<file path="src/hdl/cdc_pkg.sv">
// ----------------------------------------------------------------------------
// cdc_pkg
// Shared types, constants and calendar functions for the date counter.
// ----------------------------------------------------------------------------
package cdc_pkg;

    localparam logic [2:0] OP_NEXT      = 3'd0;
    localparam logic [2:0] OP_PREV      = 3'd1;
    localparam logic [2:0] OP_LOAD      = 3'd2;
    localparam logic [2:0] OP_PEEK_FWD  = 3'd3;
    localparam logic [2:0] OP_PEEK_BACK = 3'd4;

    localparam logic [13:0] BASE_YEAR = 14'd1900;
    localparam logic [13:0] LAST_YEAR = 14'd16383;
    localparam logic [4:0]  BASE_R25  = 5'd0;      // 1900 mod 25

    // floor(y / 25) = (y * RECIP_25) >> RECIP_SHIFT for every 14-bit y
    localparam logic [12:0] RECIP_25    = 13'd5243;
    localparam int          RECIP_SHIFT = 17;

    typedef struct packed {
        logic [4:0]  day;
        logic [3:0]  month;
        logic [13:0] year;
        logic [4:0]  r25;     // year mod 25
    } date_t;

    typedef struct packed {
        date_t dt;
        logic  ok;
    } step_res_t;

    // divisible by 4, and not by 100 unless by 400 (400 = 16 * 25)
    function automatic logic leap_of(input logic [13:0] y, input logic [4:0] r25);
        logic is_leap;
        is_leap = (y[1:0] == 2'd0) && ((r25 != 5'd0) || (y[3:0] == 4'd0));
        return is_leap;
    endfunction

    function automatic logic [4:0] month_len(input logic [3:0] m, input logic leap);
        logic [4:0] len;
        case (m)
            4'd2:    len = leap ? 5'd29 : 5'd28;
            4'd4,
            4'd6,
            4'd9,
            4'd11:   len = 5'd30;
            default: len = 5'd31;
        endcase
        return len;
    endfunction

endpackage

</file>
<file path="src/hdl/cdc_if.sv">
// ----------------------------------------------------------------------------
// cdc_if
// Request and response channels of the calendar date counter.
// ----------------------------------------------------------------------------
interface cdc_req_if;
    logic        valid;
    logic        ready;
    logic [2:0]  opcode;
    logic [4:0]  load_day;
    logic [3:0]  load_month;
    logic [13:0] load_year;
    logic [11:0] offset_count;

    modport source (
        output valid, opcode, load_day, load_month, load_year, offset_count,
        input  ready
    );
    modport sink (
        input  valid, opcode, load_day, load_month, load_year, offset_count,
        output ready
    );
endinterface

interface cdc_rsp_if;
    logic        valid;
    logic        ready;
    logic [4:0]  day;
    logic [3:0]  month;
    logic [13:0] year;
    logic        accepted;
    logic        at_default;

    modport source (
        output valid, day, month, year, accepted, at_default,
        input  ready
    );
    modport sink (
        input  valid, day, month, year, accepted, at_default,
        output ready
    );
endinterface

</file>
<file path="src/hdl/cdc_day_step.sv">
// ----------------------------------------------------------------------------
// cdc_day_step
// Shared one-day step unit: moves a date forward or back by one day.
// ----------------------------------------------------------------------------
module cdc_day_step (
    input  cdc_pkg::date_t     cur,
    input  logic               dir_back,
    output cdc_pkg::step_res_t res
);
    import cdc_pkg::*;

    logic       leap;
    logic [4:0] len_cur;
    logic [4:0] len_prev;
    logic [3:0] month_dec;

    assign leap      = leap_of(cur.year, cur.r25);
    assign len_cur   = month_len(cur.month, leap);
    assign month_dec = cur.month - 4'd1;
    assign len_prev  = month_len(month_dec, leap);

    always_comb
    begin
        res.dt = cur;
        res.ok = 1'b1;
        if (!dir_back)
        begin
            if (cur.day < len_cur)
            begin
                res.dt.day = cur.day + 5'd1;
            end
            else if (cur.month < 4'd12)
            begin
                res.dt.month = cur.month + 4'd1;
                res.dt.day   = 5'd1;
            end
            else if (cur.year == LAST_YEAR)
            begin
                res.ok = 1'b0;
            end
            else
            begin
                res.dt.year  = cur.year + 14'd1;
                res.dt.month = 4'd1;
                res.dt.day   = 5'd1;
                res.dt.r25   = (cur.r25 == 5'd24) ? 5'd0 : cur.r25 + 5'd1;
            end
        end
        else
        begin
            if (cur.day > 5'd1)
            begin
                res.dt.day = cur.day - 5'd1;
            end
            else if (cur.month > 4'd1)
            begin
                res.dt.month = month_dec;
                res.dt.day   = len_prev;
            end
            else if (cur.year <= BASE_YEAR)
            begin
                res.ok = 1'b0;
            end
            else
            begin
                res.dt.year  = cur.year - 14'd1;
                res.dt.month = 4'd12;
                res.dt.day   = 5'd31;
                res.dt.r25   = (cur.r25 == 5'd0) ? 5'd24 : cur.r25 - 5'd1;
            end
        end
    end

endmodule

</file>
<file path="src/hdl/cdc_year_res.sv">
// ----------------------------------------------------------------------------
// cdc_year_res
// Pipelined year mod 25 unit: reciprocal multiply, register, then correct-free subtract.
// ----------------------------------------------------------------------------
module cdc_year_res (
    input  logic        clk,
    input  logic [13:0] year,
    output logic [4:0]  r25
);
    import cdc_pkg::*;

    logic [26:0] prod;
    logic [9:0]  q_reg;
    logic [13:0] y_reg;
    logic [14:0] q_times_25;
    logic [14:0] diff;

    assign prod = 27'(year) * 27'(RECIP_25);

    always_ff @(posedge clk)
    begin
        q_reg <= prod[RECIP_SHIFT +: 10];
        y_reg <= year;
    end

    assign q_times_25 = {1'b0, q_reg, 4'd0} + {2'd0, q_reg, 3'd0} + {5'd0, q_reg};
    assign diff       = {1'b0, y_reg} - q_times_25;
    assign r25        = diff[4:0];

endmodule

</file>
<file path="src/hdl/calendar_date_counter.sv">
// ----------------------------------------------------------------------------
// calendar_date_counter
// Gregorian date counter: step, load and peek by offset with a shared unit.
//
//   channel  dir  payload
//   req      in   opcode, load_day, load_month, load_year, offset_count
//   rsp      out  day, month, year, accepted, at_default
//
// One request at a time; req.ready is high only while the sequencer is idle.
// Next/previous day: one day step; load: S_RES, then S_LOAD with the mod-25
// unit; peek by N days: N day steps (stops early on saturation). Each request
// is accepted in S_IDLE and ends in S_DONE, which writes the rsp register.
// Reset puts the held date at 1900-01-01. A stalled rsp holds the finished
// transaction; the next request is taken while it waits.
// ----------------------------------------------------------------------------
module calendar_date_counter (
    input  logic   clk,
    input  logic   rst_n,
    cdc_req_if.sink   req,
    cdc_rsp_if.source rsp
);
    import cdc_pkg::*;

    localparam logic [2:0] S_IDLE = 3'd0;
    localparam logic [2:0] S_STEP = 3'd1;
    localparam logic [2:0] S_RES  = 3'd2;
    localparam logic [2:0] S_LOAD = 3'd3;
    localparam logic [2:0] S_DONE = 3'd4;

    logic [2:0]  state_reg, state_next;
    date_t       held_reg, held_next;
    date_t       work_reg, work_next;
    logic [11:0] cnt_reg, cnt_next;
    logic        back_reg, back_next;
    logic        commit_reg, commit_next;
    logic        ok_reg, ok_next;
    logic [4:0]  ld_day_reg, ld_day_next;
    logic [3:0]  ld_month_reg, ld_month_next;
    logic [13:0] ld_year_reg, ld_year_next;

    logic        out_valid_reg, out_valid_next;
    date_t       out_dt_reg, out_dt_next;
    logic        out_ok_reg, out_ok_next;

    step_res_t   step_res;
    logic [4:0]  ld_r25;
    logic        ld_valid;
    logic        accept;
    logic        out_free;

    cdc_day_step u_step (
        .cur      (work_reg),
        .dir_back (back_reg),
        .res      (step_res)
    );

    cdc_year_res u_res (
        .clk  (clk),
        .year (ld_year_reg),
        .r25  (ld_r25)
    );

    assign ld_valid = (ld_year_reg >= BASE_YEAR) && (ld_month_reg >= 4'd1)
                   && (ld_month_reg <= 4'd12) && (ld_day_reg >= 5'd1)
                   && (ld_day_reg <= month_len(ld_month_reg, leap_of(ld_year_reg, ld_r25)));

    assign req.ready = (state_reg == S_IDLE);
    assign accept    = req.valid && req.ready;
    assign out_free  = !out_valid_reg || rsp.ready;

    always_comb
    begin
        state_next     = state_reg;
        held_next      = held_reg;
        work_next      = work_reg;
        cnt_next       = cnt_reg;
        back_next      = back_reg;
        commit_next    = commit_reg;
        ok_next        = ok_reg;
        ld_day_next    = ld_day_reg;
        ld_month_next  = ld_month_reg;
        ld_year_next   = ld_year_reg;
        out_valid_next = out_valid_reg && !rsp.ready;
        out_dt_next    = out_dt_reg;
        out_ok_next    = out_ok_reg;

        case (state_reg)
            S_IDLE:
            begin
                if (accept)
                begin
                    work_next     = held_reg;
                    ok_next       = 1'b1;
                    ld_day_next   = req.load_day;
                    ld_month_next = req.load_month;
                    ld_year_next  = req.load_year;
                    commit_next   = (req.opcode == OP_NEXT) || (req.opcode == OP_PREV)
                                 || (req.opcode == OP_LOAD);
                    back_next     = (req.opcode == OP_PREV) || (req.opcode == OP_PEEK_BACK);
                    case (req.opcode)
                        OP_NEXT,
                        OP_PREV:
                        begin
                            cnt_next   = 12'd1;
                            state_next = S_STEP;
                        end
                        OP_PEEK_FWD,
                        OP_PEEK_BACK:
                        begin
                            cnt_next   = req.offset_count;
                            state_next = (req.offset_count == 12'd0) ? S_DONE : S_STEP;
                        end
                        OP_LOAD:
                        begin
                            state_next = S_RES;
                        end
                        default:
                        begin
                            ok_next    = 1'b0;
                            state_next = S_DONE;
                        end
                    endcase
                end
            end
            S_STEP:
            begin
                if (!step_res.ok)
                begin
                    ok_next    = 1'b0;
                    state_next = S_DONE;
                end
                else
                begin
                    work_next = step_res.dt;
                    cnt_next  = cnt_reg - 12'd1;
                    if (cnt_reg == 12'd1)
                    begin
                        state_next = S_DONE;
                    end
                end
            end
            S_RES:
            begin
                state_next = S_LOAD;
            end
            S_LOAD:
            begin
                if (ld_valid)
                begin
                    work_next.day   = ld_day_reg;
                    work_next.month = ld_month_reg;
                    work_next.year  = ld_year_reg;
                    work_next.r25   = ld_r25;
                end
                else
                begin
                    ok_next = 1'b0;
                end
                state_next = S_DONE;
            end
            S_DONE:
            begin
                if (out_free)
                begin
                    out_valid_next = 1'b1;
                    out_dt_next    = work_reg;
                    out_ok_next    = ok_reg;
                    if (commit_reg)
                    begin
                        held_next = work_reg;
                    end
                    state_next = S_IDLE;
                end
            end
            default:
            begin
                state_next = S_IDLE;
            end
        endcase
    end

    always_ff @(posedge clk or negedge rst_n)
    begin
        if (!rst_n)
        begin
            state_reg      <= S_IDLE;
            held_reg.day   <= 5'd1;
            held_reg.month <= 4'd1;
            held_reg.year  <= BASE_YEAR;
            held_reg.r25   <= BASE_R25;
            out_valid_reg  <= 1'b0;
            cnt_reg        <= 12'd0;
            back_reg       <= 1'b0;
            commit_reg     <= 1'b0;
            ok_reg         <= 1'b0;
        end
        else
        begin
            state_reg     <= state_next;
            held_reg      <= held_next;
            out_valid_reg <= out_valid_next;
            cnt_reg       <= cnt_next;
            back_reg      <= back_next;
            commit_reg    <= commit_next;
            ok_reg        <= ok_next;
        end
    end

    always_ff @(posedge clk)
    begin
        work_reg     <= work_next;
        ld_day_reg   <= ld_day_next;
        ld_month_reg <= ld_month_next;
        ld_year_reg  <= ld_year_next;
        out_dt_reg   <= out_dt_next;
        out_ok_reg   <= out_ok_next;
    end

    assign rsp.valid      = out_valid_reg;
    assign rsp.day        = out_dt_reg.day;
    assign rsp.month      = out_dt_reg.month;
    assign rsp.year       = out_dt_reg.year;
    assign rsp.accepted   = out_ok_reg;
    assign rsp.at_default = (out_dt_reg.day == 5'd1) && (out_dt_reg.month == 4'd1)
                         && (out_dt_reg.year == BASE_YEAR);

endmodule
</file>
<file path="src/flat_wrapper.sv">
// flat-port wrapper written by rule: the top's interface ports become plain ports
module calendar_date_counter_flat import cdc_pkg::*;
  (clk, rst_n, req_valid, req_opcode, req_load_day, req_load_month, req_load_year, req_offset_count, req_ready, rsp_valid, rsp_day, rsp_month, rsp_year, rsp_accepted, rsp_at_default, rsp_ready);
  cdc_req_if req_i ();
  cdc_rsp_if rsp_i ();
  input  logic clk;
  input  logic rst_n;
  input wire logic [$bits(req_i.valid)-1:0] req_valid;
  input wire logic [$bits(req_i.opcode)-1:0] req_opcode;
  input wire logic [$bits(req_i.load_day)-1:0] req_load_day;
  input wire logic [$bits(req_i.load_month)-1:0] req_load_month;
  input wire logic [$bits(req_i.load_year)-1:0] req_load_year;
  input wire logic [$bits(req_i.offset_count)-1:0] req_offset_count;
  output wire logic [$bits(req_i.ready)-1:0] req_ready;
  output wire logic [$bits(rsp_i.valid)-1:0] rsp_valid;
  output wire logic [$bits(rsp_i.day)-1:0] rsp_day;
  output wire logic [$bits(rsp_i.month)-1:0] rsp_month;
  output wire logic [$bits(rsp_i.year)-1:0] rsp_year;
  output wire logic [$bits(rsp_i.accepted)-1:0] rsp_accepted;
  output wire logic [$bits(rsp_i.at_default)-1:0] rsp_at_default;
  input wire logic [$bits(rsp_i.ready)-1:0] rsp_ready;
  assign req_i.valid = req_valid;
  assign req_i.opcode = req_opcode;
  assign req_i.load_day = req_load_day;
  assign req_i.load_month = req_load_month;
  assign req_i.load_year = req_load_year;
  assign req_i.offset_count = req_offset_count;
  assign req_ready = req_i.ready;
  assign rsp_valid = rsp_i.valid;
  assign rsp_day = rsp_i.day;
  assign rsp_month = rsp_i.month;
  assign rsp_year = rsp_i.year;
  assign rsp_accepted = rsp_i.accepted;
  assign rsp_at_default = rsp_i.at_default;
  assign rsp_i.ready = rsp_ready;
  calendar_date_counter u_core (.clk(clk), .rst_n(rst_n), .req(req_i), .rsp(rsp_i));
endmodule
</file>
<file path="config.mk">
export PLATFORM = sky130hd
export DESIGN_NAME = calendar_date_counter_flat
export DESIGN_NICKNAME = d
export VERILOG_FILES = /design/src/hdl/cdc_pkg.sv /design/src/hdl/cdc_if.sv /design/src/hdl/cdc_day_step.sv /design/src/hdl/cdc_year_res.sv /design/src/hdl/calendar_date_counter.sv /design/src/flat_wrapper.sv
export SDC_FILE = /design/constraint.sdc
export NUM_CORES = 1
export LEC_CHECK = 0
export BUFFER_PORTS_ARGS = -buffer_cell sky130_fd_sc_hd__buf_4
export CAP_MARGIN = 20
export CORE_MARGIN = 5
export CORE_UTILIZATION = 49
export CTS_BUF_LIST = sky130_fd_sc_hd__clkbuf_8
export DETAILED_ROUTE_END_ITERATION = 12
export GPL_TIMING_DRIVEN = 0
export PLACE_DENSITY = 0.67
export SLEW_MARGIN = 15
export SYNTH_ARGS = -nofsm -noshare
export SYNTH_HDL_FRONTEND = slang
export SYNTH_SLANG_ARGS = --single-unit
</file>
<file path="constraint.sdc">
create_clock -name clk -period 11.09 [get_ports clk]
set_input_delay 1.109 -clock clk [delete_from_list [all_inputs] [get_ports clk]]
set_output_delay 1.109 -clock clk [all_outputs]
set_load 0.03 [all_outputs]
</file>
==> flow_metrics.tcl <==
set metrics [dict create \
    io_buffers 65 \
    synth_largest_area_cell "edfxtp_1" \
    cts_buffers 17 \
    post_layout_nonfiller_instances 1386 \
    cts_tree "done" \
    synth_top_area_frac 0.2190 \
    avgSynthCellArea_um2 10.15 \
    crit_buf_inv 4 \
    cts_resized 0 \
    avgViaCountPerCell 5.603 \
    max_freq_mhz 191.3 \
    synthTopCellsByCount "162 x inv_1, 110 x ha_1, 75 x edfxtp_1" \
    synthAdderAreaFrac 0.2564 \
    io_pins 69 \
    cts.htree.levels 4 \
    startpoint_type "flip-flop" \
    synth_compound_area_frac 0.1238 \
    min_period_ns 5.227 \
    vias 7766 \
    drv_slew 0 \
    synth_flop_cell "edfxtp_1" \
    overflow 0 \
    syn_inst 1013 \
    rsz0062_at_grt "no" \
    yosysMostFrequentCell "inv_1" \
    cts.sinks 132 \
    drv_cap 0 \
    synth.distinct_cells 75 \
    drc 0 \
    path_delay_family "adder cells" \
    synth_seq_cells 132 \
    dp_hpwl_um 19210 \
    status "finished, final reports clean" \
    finalNetCount 1313 \
    setup_ws_ns 5.863 \
    track_usage 0.2147 \
    drive_above_1_share 0.1377 \
    crit_arrival_ns 5.57 \
    start_util 0.4940 \
    wl_per_cell_um 17.96 \
    hold_slack_ns 0.4445 \
    async_reset_ff_frac 0.3561 \
    clock_latency_ns 0.45 \
    grt_pass1_vias 7787 \
    synth_seq_area_share 0.3538 \
    die_h_um 154.9 \
    core-area_um2 20820 \
    diodes 0 \
    netlist_area_um2 10290 \
    cp_max_fo 8 \
    path_cells "inv_1 > fa_1 > inv_1 > ha_1 > fa_1 > inv_1 > fa_1 > fa_1 > inv_1 > ha_1 > a21oi_1 > nand2_1 > or3_1 > a41o_1 > a221o_1 > xnor2_1" \
    antenna_found_initial 0 \
    worst_slew_pin_slew_ns 1.050 \
    clock_skew_ns 0.01827 \
    yosys_warnings 0 \
    synth_edf_count 75 \
    relSlewSlack 0.2989 \
    fp.dieArea_um2 23990 \
    core.rowCount 53 \
    drt_iter0_markers 649 \
    ant_nets 0 \
    firstDrtPassIters 6 \
    worstSetupEndpointType "flip-flop" \
    grt_pass1_wl_um 40720 \
    synth_area_leaders "edfxtp_1 22%, ha_1 13%, fa_1 12%, dfrtp_1 9.2%, inv_1 5.9%" \
    die_w_um 154.9 \
    holdCritPathClass "reg2reg" \
    place.gp.congestion 0.9311 \
    area_delta_synth_final_pct 12.40 \
    dp_cells 1354 \
    period_share 0.4713 \
    yosys.area_share.simple 0.1199 \
    hold_viol 0 \
    critPathRequiredTime_ns 11.43 \
    setup_viol_count_final 0 \
    cts_hold_buf 0 \
    worstSetupPathType "reg2reg" \
    max_stage_delay_ns 0.68 \
    cts.clk_slew.worst_paths_ns 0.08 \
    synthXorXnorAreaFrac 0.04257 \
    post_cts_buffers 0 \
    dp_slack_ns 5.871 \
    setup_tns_ns 0 \
    clockBufferDepth 2 \
    grt_max_degree 48 \
    synth_fp_nets 1228 \
    synth_top_family_by_area "adder cells" \
    cts-root-buf "clkbuf_8" \
    wirelength_um 24900 \
    cp_slowest_cell "edfxtp_1" \
    synthMuxAreaShare 0.02688 \
]
## final timing paths
| path | start | cells after the start | slack, ns | to |
|---|---|---|---|---|
| hold / removal | u_core.work_reg[13]$_DFFE_PP_ | 0 | 0.44 | u_core.rsp.year[8]$_DFFE_PP_ |
| hold reg to reg | u_core.work_reg[13]$_DFFE_PP_ | 0 | 0.44 | u_core.rsp.year[8]$_DFFE_PP_ |
| setup / recovery | u_core.ld_year_reg[4]$_DFFE_PP_ | 16 | 5.86 | u_core.u_res.q_reg[4]$_DFF_P_ |
| max in group asynchronous | rst_n | 1 | 9.95 | u_core.cnt_reg[7]$_DFFE_PN0P_ |
| setup reg to reg | u_core.ld_year_reg[4]$_DFFE_PP_ | 16 | 5.86 | u_core.u_res.q_reg[4]$_DFF_P_ |
| min in group asynchronous | rst_n | 1 | 0.69 | u_core.held_reg[20]$_DFFE_PN0P_ |
## worst reg2reg max path, cell delays in order (launching register included)
cell      delay (ns)
edfxtp_1        0.68
inv_1           0.24
fa_1            0.57
inv_1           0.04
ha_1            0.21
fa_1            0.54
inv_1           0.05
fa_1            0.47
fa_1            0.55
inv_1           0.04
ha_1            0.32
a21oi_1         0.15
nand2_1         0.09
or3_1           0.40
a41o_1          0.31
a221o_1         0.33
xnor2_1         0.13
## kinds of logic after synthesis
family / count (synthesis)
xor gates and xnor gates: 50
DFF: 132
adders and majority gates: 173
buffers and inverters: 202
and+or+nand+nor: 241
muxes: 25
AOI/OAI and AO/OA: 190
## final cells by class
type,count,area [um2]
timing repair buffer,66,503.0
fill,1866,9261
clock buffer,18,247.7
inverter,162,608.1
sequential,132,3640
multi-input combinational,679,5874
clock inverter,14,165.2
tap,275,344.1
buffer,40,178.9
## metal layers
layer,vias up,share of wire,track usage
met1,3763,0.43,0.2903
li1,3695,-,-
met2,272,0.48,0.3562
met3,36,0.062,0.03866
met4,0,0.021,0.06140
met5,-,0,0
## through the flow
step | area, um2 | util
2_1_floorplan | 10290 | -
3_3_place_gp | 11120 | 0.5340
3_5_place_dp | 11150 | 0.5354
4_1_cts | 11560 | 0.5552
5_1_grt | 11560 | 0.5552
6_report | 11560 | 0.5552
## layout by cell type, fill, tap and decap left out, types with 24 or more instances in the layout
cell type | Yosys | layout
inv_1 | 162 | 165
ha_1 | 110 | 110
edfxtp_1 | 75 | 75
buf_4 | 0 | 65
fa_1 | 63 | 63
nand2_1 | 61 | 61
nor2_1 | 48 | 48
o21ai_0 | 45 | 45
a21oi_1 | 39 | 38
dfrtp_1 | 38 | 38
xnor2_1 | 30 | 30
clkbuf_1 | 27 | 27
nand3_1 | 25 | 25
nor3_1 | 24 | 24
Power is not shown: default switching activity piles up to over one toggle a cycle in this logic, so the estimate is an artifact.
